<file path="src/rtl/save_slot_rotation_selector_macros.svh">
// Assertion macros used by the save slot selector RTL.
`ifndef SAVE_SLOT_ROTATION_SELECTOR_MACROS_SVH
`define SAVE_SLOT_ROTATION_SELECTOR_MACROS_SVH

// Same-cycle implication, checked out of reset.
`define SSSR_ASSERT_NOW(label, ante, cons, msg) \
  label: assert property (@(posedge clk) disable iff (!rst_n) (ante) |-> (cons)) \
    else $error(msg);

// Next-cycle implication, checked out of reset.
`define SSSR_ASSERT_NEXT(label, ante, cons, msg) \
  label: assert property (@(posedge clk) disable iff (!rst_n) (ante) |=> (cons)) \
    else $error(msg);

`endif

</file>
<file path="src/rtl/sssr_pkg.sv">
// Types and constants for the save slot rotation selector.
package sssr_pkg;

  localparam int unsigned SLOT_W = 4;
  localparam int unsigned VER_W  = 32;

  localparam logic [31:0] SIG_RESET  = 32'h4547_474D;
  localparam logic [31:0] ALL_ONES   = 32'hFFFF_FFFF;
  localparam logic [31:0] WRAP_LIMIT = 32'h0000_FFFF;

  typedef struct packed {
    logic [31:0] header_signature;
    logic [31:0] header_version;
  } in_item_t;

  typedef struct packed {
    logic [SLOT_W-1:0] write_slot;
    logic              write_slot_found;
    logic [SLOT_W-1:0] newest_slot;
  } out_item_t;

  // One scan step toward the scan unit.
  typedef struct packed {
    logic step;
    logic hit;
  } scan_req_t;

endpackage

</file>
<file path="src/rtl/save_slot_rotation_selector.sv">
// Top level of the save slot rotation selector.
//
//  channel | ports                          | moves
//  --------+--------------------------------+------------------------------------
//  in      | in_valid in_ready in_data      | one sector header, in sector order
//  out     | out_valid out_ready out_data   | write target and newest sector
//  cfg     | cfg_valid cfg_ready cfg_data   | signature word
//
// One header per cycle unless a last header waits on a busy result: a header is
// captured in the input register and folded into the scan registers as it advances.
// A round's result is taken as its last header advances and held in the output
// register. Reset is synchronous and leaves the signature at its default and the
// scan empty. A stalled result holds back only the last header of the next round.
module save_slot_rotation_selector #(
  parameter int SECTOR_COUNT = 10
) (
  input  logic                 clk,
  input  logic                 rst_n,
  input  logic                 in_valid,
  output logic                 in_ready,
  input  sssr_pkg::in_item_t   in_data,
  output logic                 out_valid,
  input  logic                 out_ready,
  output sssr_pkg::out_item_t  out_data,
  input  logic                 cfg_valid,
  output logic                 cfg_ready,
  input  logic [31:0]          cfg_data
);

  `include "save_slot_rotation_selector_macros.svh"

  logic [31:0]                signature_r;
  logic                       s1_valid_r, s1_valid_nxt;
  logic                       s1_hit_r;
  logic [sssr_pkg::VER_W-1:0] s1_ver_r;
  logic                       s1_go;
  logic                       s1_last;
  logic                       out_valid_r, out_valid_nxt;
  sssr_pkg::out_item_t        out_data_r;
  sssr_pkg::out_item_t        scan_res;
  sssr_pkg::scan_req_t        scan_req;

  assign cfg_ready = 1'b1;

  // Advance the captured header unless it closes a round and the result slot is busy.
  assign s1_go    = s1_valid_r && (!s1_last || !out_valid_r || out_ready);
  assign in_ready = !s1_valid_r || s1_go;

  assign scan_req.step = s1_go;
  assign scan_req.hit  = s1_hit_r;

  sssr_scan #(
    .SECTOR_COUNT(SECTOR_COUNT)
  ) u_scan (
    .clk     (clk),
    .rst_n   (rst_n),
    .req     (scan_req),
    .version (s1_ver_r),
    .last    (s1_last),
    .res     (scan_res)
  );

  assign s1_valid_nxt  = (in_valid && in_ready) || (s1_valid_r && !s1_go);
  assign out_valid_nxt = (s1_go && s1_last) || (out_valid_r && !out_ready);

  always_ff @(posedge clk) begin
    if (!rst_n) begin
      signature_r <= sssr_pkg::SIG_RESET;
      s1_valid_r  <= 1'b0;
      out_valid_r <= 1'b0;
    end else begin
      if (cfg_valid && cfg_ready) begin
        signature_r <= cfg_data;
      end
      s1_valid_r  <= s1_valid_nxt;
      out_valid_r <= out_valid_nxt;
    end
  end

  always_ff @(posedge clk) begin
    if (in_valid && in_ready) begin
      s1_hit_r <= (in_data.header_signature == signature_r);
      s1_ver_r <= in_data.header_version;
    end
    if (s1_go && s1_last) begin
      out_data_r <= scan_res;
    end
  end

  assign out_valid = out_valid_r;
  assign out_data  = out_data_r;

  `SSSR_ASSERT_NEXT(a_last_gives_result, s1_go && s1_last, out_valid_r,
    "round closed without a result")
  `SSSR_ASSERT_NOW(a_no_target_zero, out_valid_r && !out_data_r.write_slot_found,
    out_data_r.write_slot == '0, "missing write target must report sector zero")
  `SSSR_ASSERT_NOW(a_last_blocks, s1_valid_r && s1_last && out_valid_r && !out_ready,
    !in_ready && !s1_go, "last header advanced into a busy result register")

endmodule

</file>
<file path="src/rtl/sssr_scan.sv">
// Running scan state over the sector headers and the end-of-round decision.
module sssr_scan #(
  parameter int SECTOR_COUNT = 10
) (
  input  logic                          clk,
  input  logic                          rst_n,
  input  sssr_pkg::scan_req_t           req,
  input  logic [sssr_pkg::VER_W-1:0]    version,
  output logic                          last,
  output sssr_pkg::out_item_t           res
);

  localparam logic [sssr_pkg::SLOT_W-1:0] LAST_SLOT = sssr_pkg::SLOT_W'(SECTOR_COUNT - 1);

  logic [sssr_pkg::SLOT_W-1:0] slot_r, slot_nxt;
  logic                        empty_seen_r, empty_seen_nxt;
  logic [sssr_pkg::SLOT_W-1:0] empty_slot_r, empty_slot_nxt;
  logic [31:0]                 omax_r, omax_nxt;
  logic [31:0]                 omin_r, omin_nxt;
  logic [sssr_pkg::SLOT_W-1:0] oldest_r, oldest_nxt;
  logic [31:0]                 vmax_r, vmax_nxt;
  logic [31:0]                 vmin_r, vmin_nxt;
  logic [sssr_pkg::SLOT_W-1:0] newest_r, newest_nxt;
  logic [31:0]                 wmax_r, wmax_nxt;
  logic [sssr_pkg::SLOT_W-1:0] wslot_r, wslot_nxt;
  logic                        wtaken_r, wtaken_nxt;

  // Values after folding in the current header.
  logic                        empty_seen_u;
  logic [sssr_pkg::SLOT_W-1:0] empty_slot_u;
  logic [31:0]                 omax_u, omin_u, vmax_u, vmin_u, wmax_u;
  logic [sssr_pkg::SLOT_W-1:0] oldest_u, newest_u, wslot_u;
  logic                        wtaken_u;

  assign last = (slot_r == LAST_SLOT);

  always_comb begin
    empty_seen_u = empty_seen_r | ~req.hit;
    empty_slot_u = empty_seen_r ? empty_slot_r : slot_r;

    omax_u = (version > omax_r) ? version : omax_r;

    omin_u   = omin_r;
    oldest_u = oldest_r;
    if (version < omin_r) begin
      omin_u   = version;
      oldest_u = slot_r;
    end

    vmax_u   = vmax_r;
    newest_u = newest_r;
    vmin_u   = vmin_r;
    if (req.hit) begin
      if (version > vmax_r) begin
        vmax_u   = version;
        newest_u = slot_r;
      end
      if (version < vmin_r) begin
        vmin_u = version;
      end
    end

    wmax_u   = wmax_r;
    wslot_u  = wslot_r;
    wtaken_u = wtaken_r;
    if ((wmax_r <= sssr_pkg::WRAP_LIMIT) && (version > wmax_r)) begin
      wmax_u   = version;
      wslot_u  = slot_r;
      wtaken_u = 1'b1;
    end
  end

  always_comb begin
    if (empty_seen_u) begin
      res.write_slot       = empty_slot_u;
      res.write_slot_found = 1'b1;
    end else if (omax_u != sssr_pkg::ALL_ONES) begin
      res.write_slot       = oldest_u;
      res.write_slot_found = 1'b1;
    end else begin
      res.write_slot       = '0;
      res.write_slot_found = 1'b0;
    end
    res.newest_slot = ((vmin_u == '0) && wtaken_u) ? wslot_u : newest_u;
  end

  always_comb begin
    slot_nxt       = slot_r;
    empty_seen_nxt = empty_seen_r;
    empty_slot_nxt = empty_slot_r;
    omax_nxt       = omax_r;
    omin_nxt       = omin_r;
    oldest_nxt     = oldest_r;
    vmax_nxt       = vmax_r;
    vmin_nxt       = vmin_r;
    newest_nxt     = newest_r;
    wmax_nxt       = wmax_r;
    wslot_nxt      = wslot_r;
    wtaken_nxt     = wtaken_r;
    if (req.step) begin
      if (last) begin
        // round done: start over
        slot_nxt       = '0;
        empty_seen_nxt = 1'b0;
        empty_slot_nxt = '0;
        omax_nxt       = '0;
        omin_nxt       = sssr_pkg::ALL_ONES;
        oldest_nxt     = '0;
        vmax_nxt       = '0;
        vmin_nxt       = sssr_pkg::ALL_ONES;
        newest_nxt     = '0;
        wmax_nxt       = '0;
        wslot_nxt      = '0;
        wtaken_nxt     = 1'b0;
      end else begin
        slot_nxt       = slot_r + 1'b1;
        empty_seen_nxt = empty_seen_u;
        empty_slot_nxt = empty_slot_u;
        omax_nxt       = omax_u;
        omin_nxt       = omin_u;
        oldest_nxt     = oldest_u;
        vmax_nxt       = vmax_u;
        vmin_nxt       = vmin_u;
        newest_nxt     = newest_u;
        wmax_nxt       = wmax_u;
        wslot_nxt      = wslot_u;
        wtaken_nxt     = wtaken_u;
      end
    end
  end

  always_ff @(posedge clk) begin
    if (!rst_n) begin
      slot_r       <= '0;
      empty_seen_r <= 1'b0;
      empty_slot_r <= '0;
      omax_r       <= '0;
      omin_r       <= sssr_pkg::ALL_ONES;
      oldest_r     <= '0;
      vmax_r       <= '0;
      vmin_r       <= sssr_pkg::ALL_ONES;
      newest_r     <= '0;
      wmax_r       <= '0;
      wslot_r      <= '0;
      wtaken_r     <= 1'b0;
    end else begin
      slot_r       <= slot_nxt;
      empty_seen_r <= empty_seen_nxt;
      empty_slot_r <= empty_slot_nxt;
      omax_r       <= omax_nxt;
      omin_r       <= omin_nxt;
      oldest_r     <= oldest_nxt;
      vmax_r       <= vmax_nxt;
      vmin_r       <= vmin_nxt;
      newest_r     <= newest_nxt;
      wmax_r       <= wmax_nxt;
      wslot_r      <= wslot_nxt;
      wtaken_r     <= wtaken_nxt;
    end
  end

endmodule
</file>
<file path="config.mk">
export PLATFORM = sky130hd
export DESIGN_NAME = save_slot_rotation_selector
export DESIGN_NICKNAME = d
export VERILOG_FILES = /design/src/rtl/sssr_pkg.sv /design/src/rtl/save_slot_rotation_selector.sv /design/src/rtl/sssr_scan.sv
export VERILOG_INCLUDE_DIRS = /design/src /design/src/rtl
export SDC_FILE = /design/constraint.sdc
export NUM_CORES = 1
export LEC_CHECK = 0
export ABC_CLOCK_PERIOD_IN_PS = 4400
export BUFFER_PORTS_ARGS = -buffer_cell sky130_fd_sc_hd__buf_2
export CAP_MARGIN = 20
export CORE_ASPECT_RATIO = 1.5
export CORE_MARGIN = 5
export CORE_UTILIZATION = 30
export DETAILED_ROUTE_END_ITERATION = 6
export PLACE_DENSITY = 0.52
export SYNTH_ARGS = -nofsm -noshare
export SYNTH_HDL_FRONTEND = slang
export SYNTH_SLANG_ARGS = --single-unit
</file>
<file path="constraint.sdc">
create_clock -name clk -period 4.4 [get_ports clk]
set_clock_uncertainty 0.15 [all_clocks]
set_input_delay 1.1 -clock clk [delete_from_list [all_inputs] [get_ports clk]]
set_output_delay 1.1 -clock clk [all_outputs]
set_load 0.005 [all_outputs]
</file>
# Word-level counts from Yosys, hierarchy flattened
# Cells that the tools add are included.
# Widths: inputs -> output; s select.
[totals] reg_bits=258
[op_classes] addsub=1 order_cmp=6 n_eq_ne=3 mux=28 bitwise=2 n_reduce_logical=25
[op_table] op="$mux 32" count=12
[op_table] op="$gt 32x32->1" count=3
[op_table] op="$lt 32x32->1" count=2
[op_table] op="$mux 4" count=11
[op_table] op="$eq 32x32->1" count=1
[op_table] op="$le 32x16->1 const B" count=1
[op_table] op="$logic_not 32->1" count=1
[op_table] op="$ne 32x32->1 const B" count=1
[op_table] op="$mux 5" count=2
[op_table] op="$reduce_bool 2->1" count=4
[op_table] op="$logic_and 1x1->1" count=7
[op_table] op="$logic_not 1->1" count=5
[op_table] op="$logic_or 1x1->1" count=5
[op_table] op="$add 4x1->4 const B" count=1
[op_table] op="$eq 4x4->1 const B" count=1
[op_table] op="$reduce_and 2->1" count=2
[op_table] op="$mux 1" count=3
[op_table] op="$reduce_and 3->1" count=1
[op_table] op="$not 1->1" count=1
[op_table] op="$or 1x1->1" count=1

# Logic depth before layout (Yosys ltp)
# Gate-level depths: netlist (run 1).
[depth] depth_word=8 depth_mapped=13

# Hierarchy
# A second synthesis (run 1) with hierarchy kept.
[hier_totals] hier_cells=1432 hier_area_um2=13685.6
[by_module_without_submodules] module="sssr_scan" n_inst=1 cells_per_inst=1230 area_each_um2=10809.1 seq_area_each_um2=3643.5
[by_module_without_submodules] module="save_slot_rotation_selector" n_inst=1 cells_per_inst=202 area_each_um2=2876.5 seq_area_each_um2=1941.9

# Least setup slack after synthesis (run 1)
# No wires, ideal clock.
[synth_path] path_type="reg-to-reg" start="reg s1_ver_r[2] in the netlist's numbering" end="reg out_data_r (netlist bit out_data[0]), data pin" arrival_time_ns=2.443 t_required_ns=3.983 slack_ns=1.540 stages_incl_launch_ff=10 cell_sequence="edfxtp_1 > ha_1 > a21oi_1 > a21oi_1 > a2111oi_2 > o31ai_1 > a21o_1 > o31ai_4 > mux2i_1 > mux2i_1"
[synth_lines] element="start, declared" line_no="save_slot_rotation_selector.sv:35" rtl="logic [sssr_pkg::VER_W-1:0] s1_ver_r;"
[synth_lines] element="start signal, assigned" line_no="save_slot_rotation_selector.sv:83" rtl="s1_ver_r <= in_data.header_version;"
[synth_lines] element="end signal, assigned" line_no="save_slot_rotation_selector.sv:86" rtl="out_data_r <= scan_res;"
[synth_lines] element="end, declared" line_no="save_slot_rotation_selector.sv:39" rtl="sssr_pkg::out_item_t out_data_r;"

# Worst setup path in the final report (run 1)
[layout_path] start="reg s1_ver_r[9] in the netlist's numbering" end="reg u_scan.vmax_r[16]"
[layout_via] elab_chain_len=3
[layout_rtl] element="$gt 32x32->1" line_no="sssr_scan.sv:54" rtl="if (version > vmax_r) begin"
[layout_rtl] element="$reduce_bool 2->1 (no line)"
[layout_rtl] element="$reduce_and 3->1 (no line)"
[layout_rtl] element="end signal, assigned" line_no="sssr_scan.sv:153" rtl="vmax_r <= vmax_nxt;"
[layout_rtl] element="end, declared" line_no="sssr_scan.sv:21" rtl="logic [31:0] vmax_r, vmax_nxt;"
# Every way passes these cells.
# A chain may end at the register's enable or synchronous reset.

==> results.yml, run 1 <==
outcome:
  status: "complete, no violations"
setup_path:
  critical_path.top_delay_family: "compound AO/OA/AOI/OAI gates"
  path_class: "flip-flop to flip-flop"
  cp.depth: 10
  crit_path_max_incr_delay_ns: 0.79
  crit_path_start_kind: "flip-flop"
  reg2reg_depth: 10
  crit_fanout: 32
  cp_cell_sequence: "ha_1, a21oi_1, o21ai_0, a221oi_1, o21ai_0, buf_4, a21o_1, o31ai_4, a21o_4, a32o_1"
  reg2reg_from: "s1_ver_r[9]"
  critPathCapture: "u_scan.vmax_r[16]"
  end_kind: "flip-flop"
  critPathBufInv: 1
  cp.required_ns: 4.73
  r2r_end: "u_scan.vmax_r[16]"
  rrSetupSlack_ns: 0.52
  arrival_ns: 4.21
  path_common_cell: "o21ai_0"
  worstSetupStartpoint: "s1_ver_r[9]"
  cpMaxStageDelayCell: "a221oi_1"
hold_path:
  hp-class: "flip-flop to flip-flop"
  hold_depth: 2
power_and_ir_drop:
  pwr_density_cell_nw_per_um2: 382.5
  p_leak_nw: 7.122
  vdd_drop_max_mv: 0.2780
  total_power_mw: 6.020
yosys:
  syn_area_per_cell_sq_um: 9.813
  async_flop_share: 0
  synth_edf_count: 42
  synth_warnings: 0
  synthesis.area_sq_um: 13480
  synth_seq_area_share: 0.4143
  syn_nets: 1633
  syn_inst: 1374
  synth_flop_cell: "dfxtp_1"
  ys_ff_latch: 258
  synth.distinct_cells: 57
global_route:
  grt_util_all_layers: 0.1526
  grt_max_degree: 75
  grt_pass1_vias: 10891
  antenna_found_initial: 1
  overflow: 0
  grt_pass1_wl_um: 60120
sta:
  rsz0062_at_grt: "no"
  period_share: 0.8816
  worst_pin_slew_ns: 0.9598
  timing.slew.headroom: 0.3601
  period_needed_ns: 3.879
  finalMaxSlewViolations: 0
  setup_violations: 0
  hold_viol_final: 0
  fmax_mhz: 257.8
  fin_tns_setup_ns: 0
clocking:
  clockBufferDepth: 3
  cts-root-buf: "clkbuf_16"
  clkTransAtPathRegs_ns: 0.06
  numCtsBuffers: 28
  post_cts_resized: 0
  post_cts.repair.setup_buffers: 0
  htreeDepth: 1
  ctsHoldBuffers: 0
  clock_latency_ns: 0.57
  cts_tree: "yes"
  cts_sinks: 258
die:
  die_x_um: 183.1
  die_area_sq_um: 49370
  core_sq_um: 44690
  start_util: 0.3017
  dieHeight_um: 269.6
  ios: 113
  row_count: 95
drt:
  ant_nets: 0
  drc: 0
  vias_per_cell: 5.026
  drtIter0Drc: 372
  firstDrtPassIters: 5
  wirelength_um: 38600
  post_drt_wl_per_cell_um: 18.43
  via_count: 10529
placement:
  io_buffers: 111
  hpwl_um: 28580
  gp_congestion: 0.8811
final_layout:
  syn_to_final_growth_pct: 16.72
  nNetsFinal: 1750
  drive_above_1_share: 0.1309
  antenna_cells: 0
flow_run:
  max-cap-violations: 0
## synth_stat cells (all sizes together) (30+ instances only)
master	n	area [sq um]
edfxtp	42	1261
o21ai	53	265.3
xor2	32	280.3
mux2i	107	1071
nand4	46	287.8
inv	166	623.1
a32o	32	320.3
ha	158	1977
nor2b	31	193.9
dfxtp	216	4324
nor4	36	225.2
a22o	68	595.6
nor2	30	115.1
a21oi	58	290.3
nand2	120	450.4
## routing by layer
metal	vias to the layer above	routed length [um]	GRT usage
met3	83	1446	0.02211
met2	209	20610	0.2923
li1	5198	-	-
met5	-	0	0
met1	5039	14670	0.1610
met4	0	1874	0.07101
## worst min path at each step
stage	startpoint	endpoint	slack [ns]
5_1_grt	u_scan.newest_r[3]	u_scan.newest_r[3]	0.33
2_1_floorplan	u_scan.wslot_r[0]	u_scan.wslot_r[0]	0.27
6_report	u_scan.newest_r[0]	u_scan.newest_r[0]	0.30
3_3_place_gp	u_scan.wslot_r[3]	u_scan.wslot_r[3]	0.28
4_1_cts	u_scan.newest_r[0]	u_scan.newest_r[0]	0.30
3_5_place_dp	u_scan.newest_r[2]	u_scan.newest_r[2]	0.30
## final cells by class
cell class	count	area, sq um
fillers	4636	28960
multi-input cells	895	7028
flip-flops and latches	258	5585
clock buffers	47	873.3
repair buffers	142	838.3
well taps	582	728.2
inverters	166	623.1
clock inverters	5	61.31
## registers in the layout (all words and copies together), names as in the netlist, 9 cells and up
signal and flops:
out_data 9, s1_ver_r 32, signature_r 32, u_scan.omax_r 32, u_scan.omin_r 32, u_scan.vmax_r 32
u_scan.vmin_r 32, u_scan.wmax_r 32
## cell usage in the layout, fill, tap and decap left out, drive strengths merged, types with 2 or more instances in the layout
| cell type | netlist | final |
|---|---|---|
| dfxtp | 216 | 216 |
| inv | 166 | 166 |
| ha | 158 | 158 |
| buf | 27 | 142 |
| nand2 | 120 | 120 |
| mux2i | 107 | 107 |
| a22o | 68 | 68 |
| a21oi | 58 | 58 |
| o21ai | 53 | 53 |
| clkbuf | 28 | 47 |
| nand4 | 46 | 46 |
| edfxtp | 42 | 42 |
| nor4 | 36 | 36 |
| xor2 | 32 | 32 |
| a32o | 32 | 32 |
| nor2b | 31 | 31 |
| nor2 | 30 | 30 |
| a21o | 17 | 17 |
| nand3 | 12 | 12 |
| nor3 | 11 | 11 |
| o211ai | 10 | 10 |
| and4 | 9 | 9 |
| a211oi | 8 | 8 |
| a221oi | 7 | 7 |
| and2 | 6 | 6 |
| nand2b | 4 | 4 |
| and3 | 4 | 4 |
| o21a | 4 | 4 |
| a22oi | 4 | 4 |
| clkinv | 0 | 4 |
| a2111oi | 4 | 4 |
| nor3b | 3 | 3 |
| o31ai | 3 | 3 |
| a21boi | 3 | 3 |
| nand3b | 2 | 2 |
| xnor2 | 2 | 2 |
| o22ai | 2 | 2 |
## tightest hold or removal path, cell delays in order, from the launching register on
cell and delay (ns):
dfxtp_1 0.31, nand2_1 0.05, o21ai_1 0.05
## kinds of logic (layout without fill, tap and decap cells)
| family | count (synthesis) | in the layout | share of synthesized area |
|---|---|---|---|
| buffers and inverters | 221 | 360 | 0.06654 |
| other | 1 | 1 | 0.0002781 |
| DFF | 258 | 258 | 0.4143 |
| xor gates and xnor gates | 34 | 34 | 0.02209 |
| muxes | 107 | 107 | 0.07944 |
| AOI/OAI and AO/OA | 279 | 279 | 0.1516 |
| adders and majority gates | 158 | 158 | 0.1466 |
| and+or+nand+nor | 316 | 316 | 0.1192 |
## report_power, final
group	switching, mW	internal (mW)	leakage, nW
logic	0.524	0.409	4.50
registers	0.156	2.53	2.16
clock network	0.991	1.40	0.459
total	1.67	4.35	7.12
## through the flow
stage            util  hold WS, ns  area (sq um)  cells  setup slack (ns)
3_5_place_dp   0.3312       0.2964         14800   2043            0.4839
2_1_floorplan       -       0.2744         13480   1374             1.540
4_1_cts        0.3521       0.3040         15740   2095            0.4283
5_1_grt        0.3521       0.3284         15740   2095            0.3641
6_report       0.3521       0.3025         15740   2095            0.5212
3_3_place_gp   0.3312       0.2849         14800   2043            0.4837
No activity file was read; power rests on OpenSTA's default activity.
==> run 2: changes to the inputs <==
--- a/config.mk
+++ b/config.mk
@@ -6,12 +6,14 @@
 export SDC_FILE = /design/constraint.sdc
 export NUM_CORES = 1
 export LEC_CHECK = 0
+export ABC_AREA = 1
 export ABC_CLOCK_PERIOD_IN_PS = 4400
 export BUFFER_PORTS_ARGS = -buffer_cell sky130_fd_sc_hd__buf_2
 export CAP_MARGIN = 20
 export CORE_ASPECT_RATIO = 1.5
-export CORE_MARGIN = 5
+export CORE_MARGIN = 3
 export CORE_UTILIZATION = 30
+export CTS_CLUSTER_DIAMETER = 40
 export DETAILED_ROUTE_END_ITERATION = 6
 export PLACE_DENSITY = 0.52
 export SYNTH_ARGS = -nofsm -noshare
==> run 2 against run 1 <==
Net effect:
- the run now ends with design-rule violations left
- critical path depth increased by 6
- sequential power about the same
- synthesized cell count increased by 50%
- worst setup slack improved by 0.18 ns
- sequential share of layout area decreased by 4.2 points
- highest routed layer is now met5
- global-route usage increased by 2.6 points
- flip-flop and latch count unchanged
- clock-buffer cell count increased by 6
- critical path type unchanged
- register-to-register slack improved by 0.18 ns
- power increased by 29%
==> results.yml, run 2 <==
outcome:
  status: "finished, violations left"
  violations: "design-rule violations"
placement:
  hpwl_um: 34190
  place_inst: 2776
  gp_congestion: 0.8786
  io_buffers: 111
setup_path:
  critPathBufInv: 0
  cp_cell_sequence: "ha_1, nand2_1, nor2_1, nand2_1, nor2_1, nand2_4, nand2_8, nand2_1, nand2_1, nand2_1, nor2_1, nand2_1, nor2_2, nand3_2, nand2_1, nand2_1"
  cp.required_ns: 4.57
  critical_path.top_delay_family: "simple AND/OR/NAND/NOR gates"
  path_common_cell: "nand2_1"
  crit_path_start_kind: "flip-flop"
  path_class: "flip-flop to flip-flop"
  crit_path_max_incr_delay_ns: 0.63
  crit_fanout: 43
  rrSetupSlack_ns: 0.70
  end_kind: "flip-flop"
  arrival_ns: 3.87
  cpMaxStageDelayCell: "edfxtp_1"
sta:
  hold_viol_final: 0
  fmax_mhz: 270.6
  rsz0062_at_grt: "no"
  period_share: 0.8400
  worst_pin_slew_ns: 1.012
  timing.slew.headroom: 0.3246
  setup_violations: 0
  finalMaxSlewViolations: 0
  period_needed_ns: 3.696
  fin_tns_setup_ns: 0
die:
  die_area_sq_um: 53030
  start_util: 0.3035
  row_count: 100
  core_sq_um: 49670
  dieHeight_um: 280.6
  ios: 113
  die_x_um: 189.0
global_route:
  grt_pass1_wl_um: 74800
  grt_max_degree: 61
  grt_pass1_vias: 13803
  grt_util_all_layers: 0.1786
  antenna_found_initial: 1
  overflow: 0
clocking:
  htreeDepth: 2
  clockBufferDepth: 3
  post_cts.repair.setup_buffers: 0
  cts-root-buf: "clkbuf_16"
  numCtsBuffers: 45
  ctsHoldBuffers: 0
  cts_tree: "yes"
  post_cts_resized: 0
  clkTransAtPathRegs_ns: 0.06
  cts_sinks: 258
  clock_latency_ns: 0.57
final_layout:
  layout.cells.non_filler: 2859
  nNetsFinal: 2419
  syn_to_final_growth_pct: 18.52
  antenna_cells: 0
  fillCellCount: 5306
  final_common_cell: "nand2_1"
  layout_common_cells: "nand2_1, inv_1, a21oi_1"
  drive_above_1_share: 0.1193
power_and_ir_drop:
  pwr-share-seq: 0.349
  pwr-share-clk: 0.492
  pwr_density_cell_nw_per_um2: 435.8
  vdd_drop_max_mv: 0.2654
  p_sw_mw: 2.249
  swShare: 0.2888
  p_int_mw: 5.538
  pwr-share-comb: 0.159
  p_leak_nw: 8.064
yosys:
  synth_top_cell_by_area: "dfxtp_1"
  yosys.cell_count.top_type: "nand2_1"
  ys_ff_latch: 258
  synth_flop_cell: "dfxtp_1"
  synth_edf_count: 42
  yosys-top-cells-area: "dfxtp_1, nand2_1, ha_1, edfxtp_1, a21oi_1"
  syn_inst: 2060
  syn_nets: 2319
  synth_warnings: 0
  async_flop_share: 0
  synth_common_cells: "nand2_1, inv_1, a21oi_1"
  netlist.area_leader.share: 0.2868
  synthesis.area_sq_um: 15080
  syn_area_per_cell_sq_um: 7.318
  synth.distinct_cells: 49
  synth_seq_area_share: 0.3705
flow_run:
  max-cap-violations: 0
hold_path:
  hp-class: "flip-flop to flip-flop"
drt:
  drc: 1
  drtIter0Drc: 638
  via_count: 13760
  wirelength_um: 47590
  firstDrtPassIters: 7
  vias_per_cell: 4.813
  ant_nets: 0
  post_drt_wl_per_cell_um: 16.65
[run 2: cell count changes after synthesis, moves of 22 or more]
cell     delta
a21oi_1   +160
a22o_1     -68
a32o_1     -32
inv_1      +71
mux2i_1   -107
nand2_1   +460
nand3_1   +150
nand4_1    -22
nor2_1     +93
nor2b_1    -31
nor4_1     -27
o21ai_0    +26
xor2_1     -24
[run 2: worst min-delay path, stage by stage, from the launching register on]
cell,delay (ns)
dfxtp_1,0.32
nand2_1,0.05
nand3_1,0.05
[run 2: path summary, 6_finish.rpt]
kind / cells past startpoint / start / to
worst max-delay path: 16 / s1_ver_r[31] / out_data[0]
worst min-delay path: 2 / u_scan.omin_r[0] / u_scan.omin_r[0]
worst max register to register: 16 / s1_ver_r[31] / out_data[0]
worst min register to register: 2 / u_scan.omin_r[0] / u_scan.omin_r[0]
[run 2: cell families after synthesis]
group | after synthesis | share of synthesized area
and+or+nand+nor | 944 | 0.2696
AOI/OAI and AO/OA | 341 | 0.1196
buffers and inverters | 332 | 0.09387
DFF | 258 | 0.3705
adders and majority gates | 158 | 0.1311
xor gates and xnor gates | 26 | 0.01511
other | 1 | 0.0002487
[run 2: power by group through the flow]
| stage | clock network, mW | registers [mW] | logic, mW |
|---|---|---|---|
| 5_1_grt | 4.03 | 2.73 | 1.43 |
| 3_5_place_dp | 0 | 2.76 | 1.24 |
| 2_1_floorplan | 0 | 2.71 | 0.904 |
| 4_1_cts | 3.92 | 2.72 | 1.25 |
| 3_3_place_gp | 0 | 2.76 | 1.22 |
| 6_report | 3.83 | 2.72 | 1.24 |
[run 2: per-layer routing]
layer / track usage / part of all wire / vias to the layer above
met3: 0.03300 / 0.050 / 101
met5: 0 / 0.00015 / -
met4: 0.08332 / 0.044 / 2
met2: 0.3158 / 0.49 / 324
met1: 0.2083 / 0.42 / 6392
li1: - / - / 6941
[run 2: cell type report]
class / instances / area (sq um) / share of cell area
multi-input cells: 1470 / 8095 / 0.4530
clock inverters: 30 / 425.4 / 0.02381
well taps: 663 / 829.5 / 0.04643
flip-flops and latches: 258 / 5585 / 0.3126
inverters: 243 / 913.4 / 0.05112
repair buffers: 142 / 800.8 / 0.04481
clock buffers: 53 / 1219 / 0.06820
[run 2: per-stage QoR]
step | hold slack (ns) | total power [mW] | area [sq um] | setup WS, ns | util
CTS | 0.3108 | 7.888 | 17870 | 0.6629 | 0.3597
global placement | 0.2939 | 3.986 | 16220 | 0.6538 | 0.3266
finish | 0.3077 | 7.787 | 17870 | 0.7040 | 0.3597
detailed placement | 0.2970 | 4.009 | 16220 | 0.6824 | 0.3266
floorplan | 0.2789 | 3.609 | 15080 | 1.675 | -
global route | 0.3259 | 8.196 | 17870 | 0.4352 | 0.3597
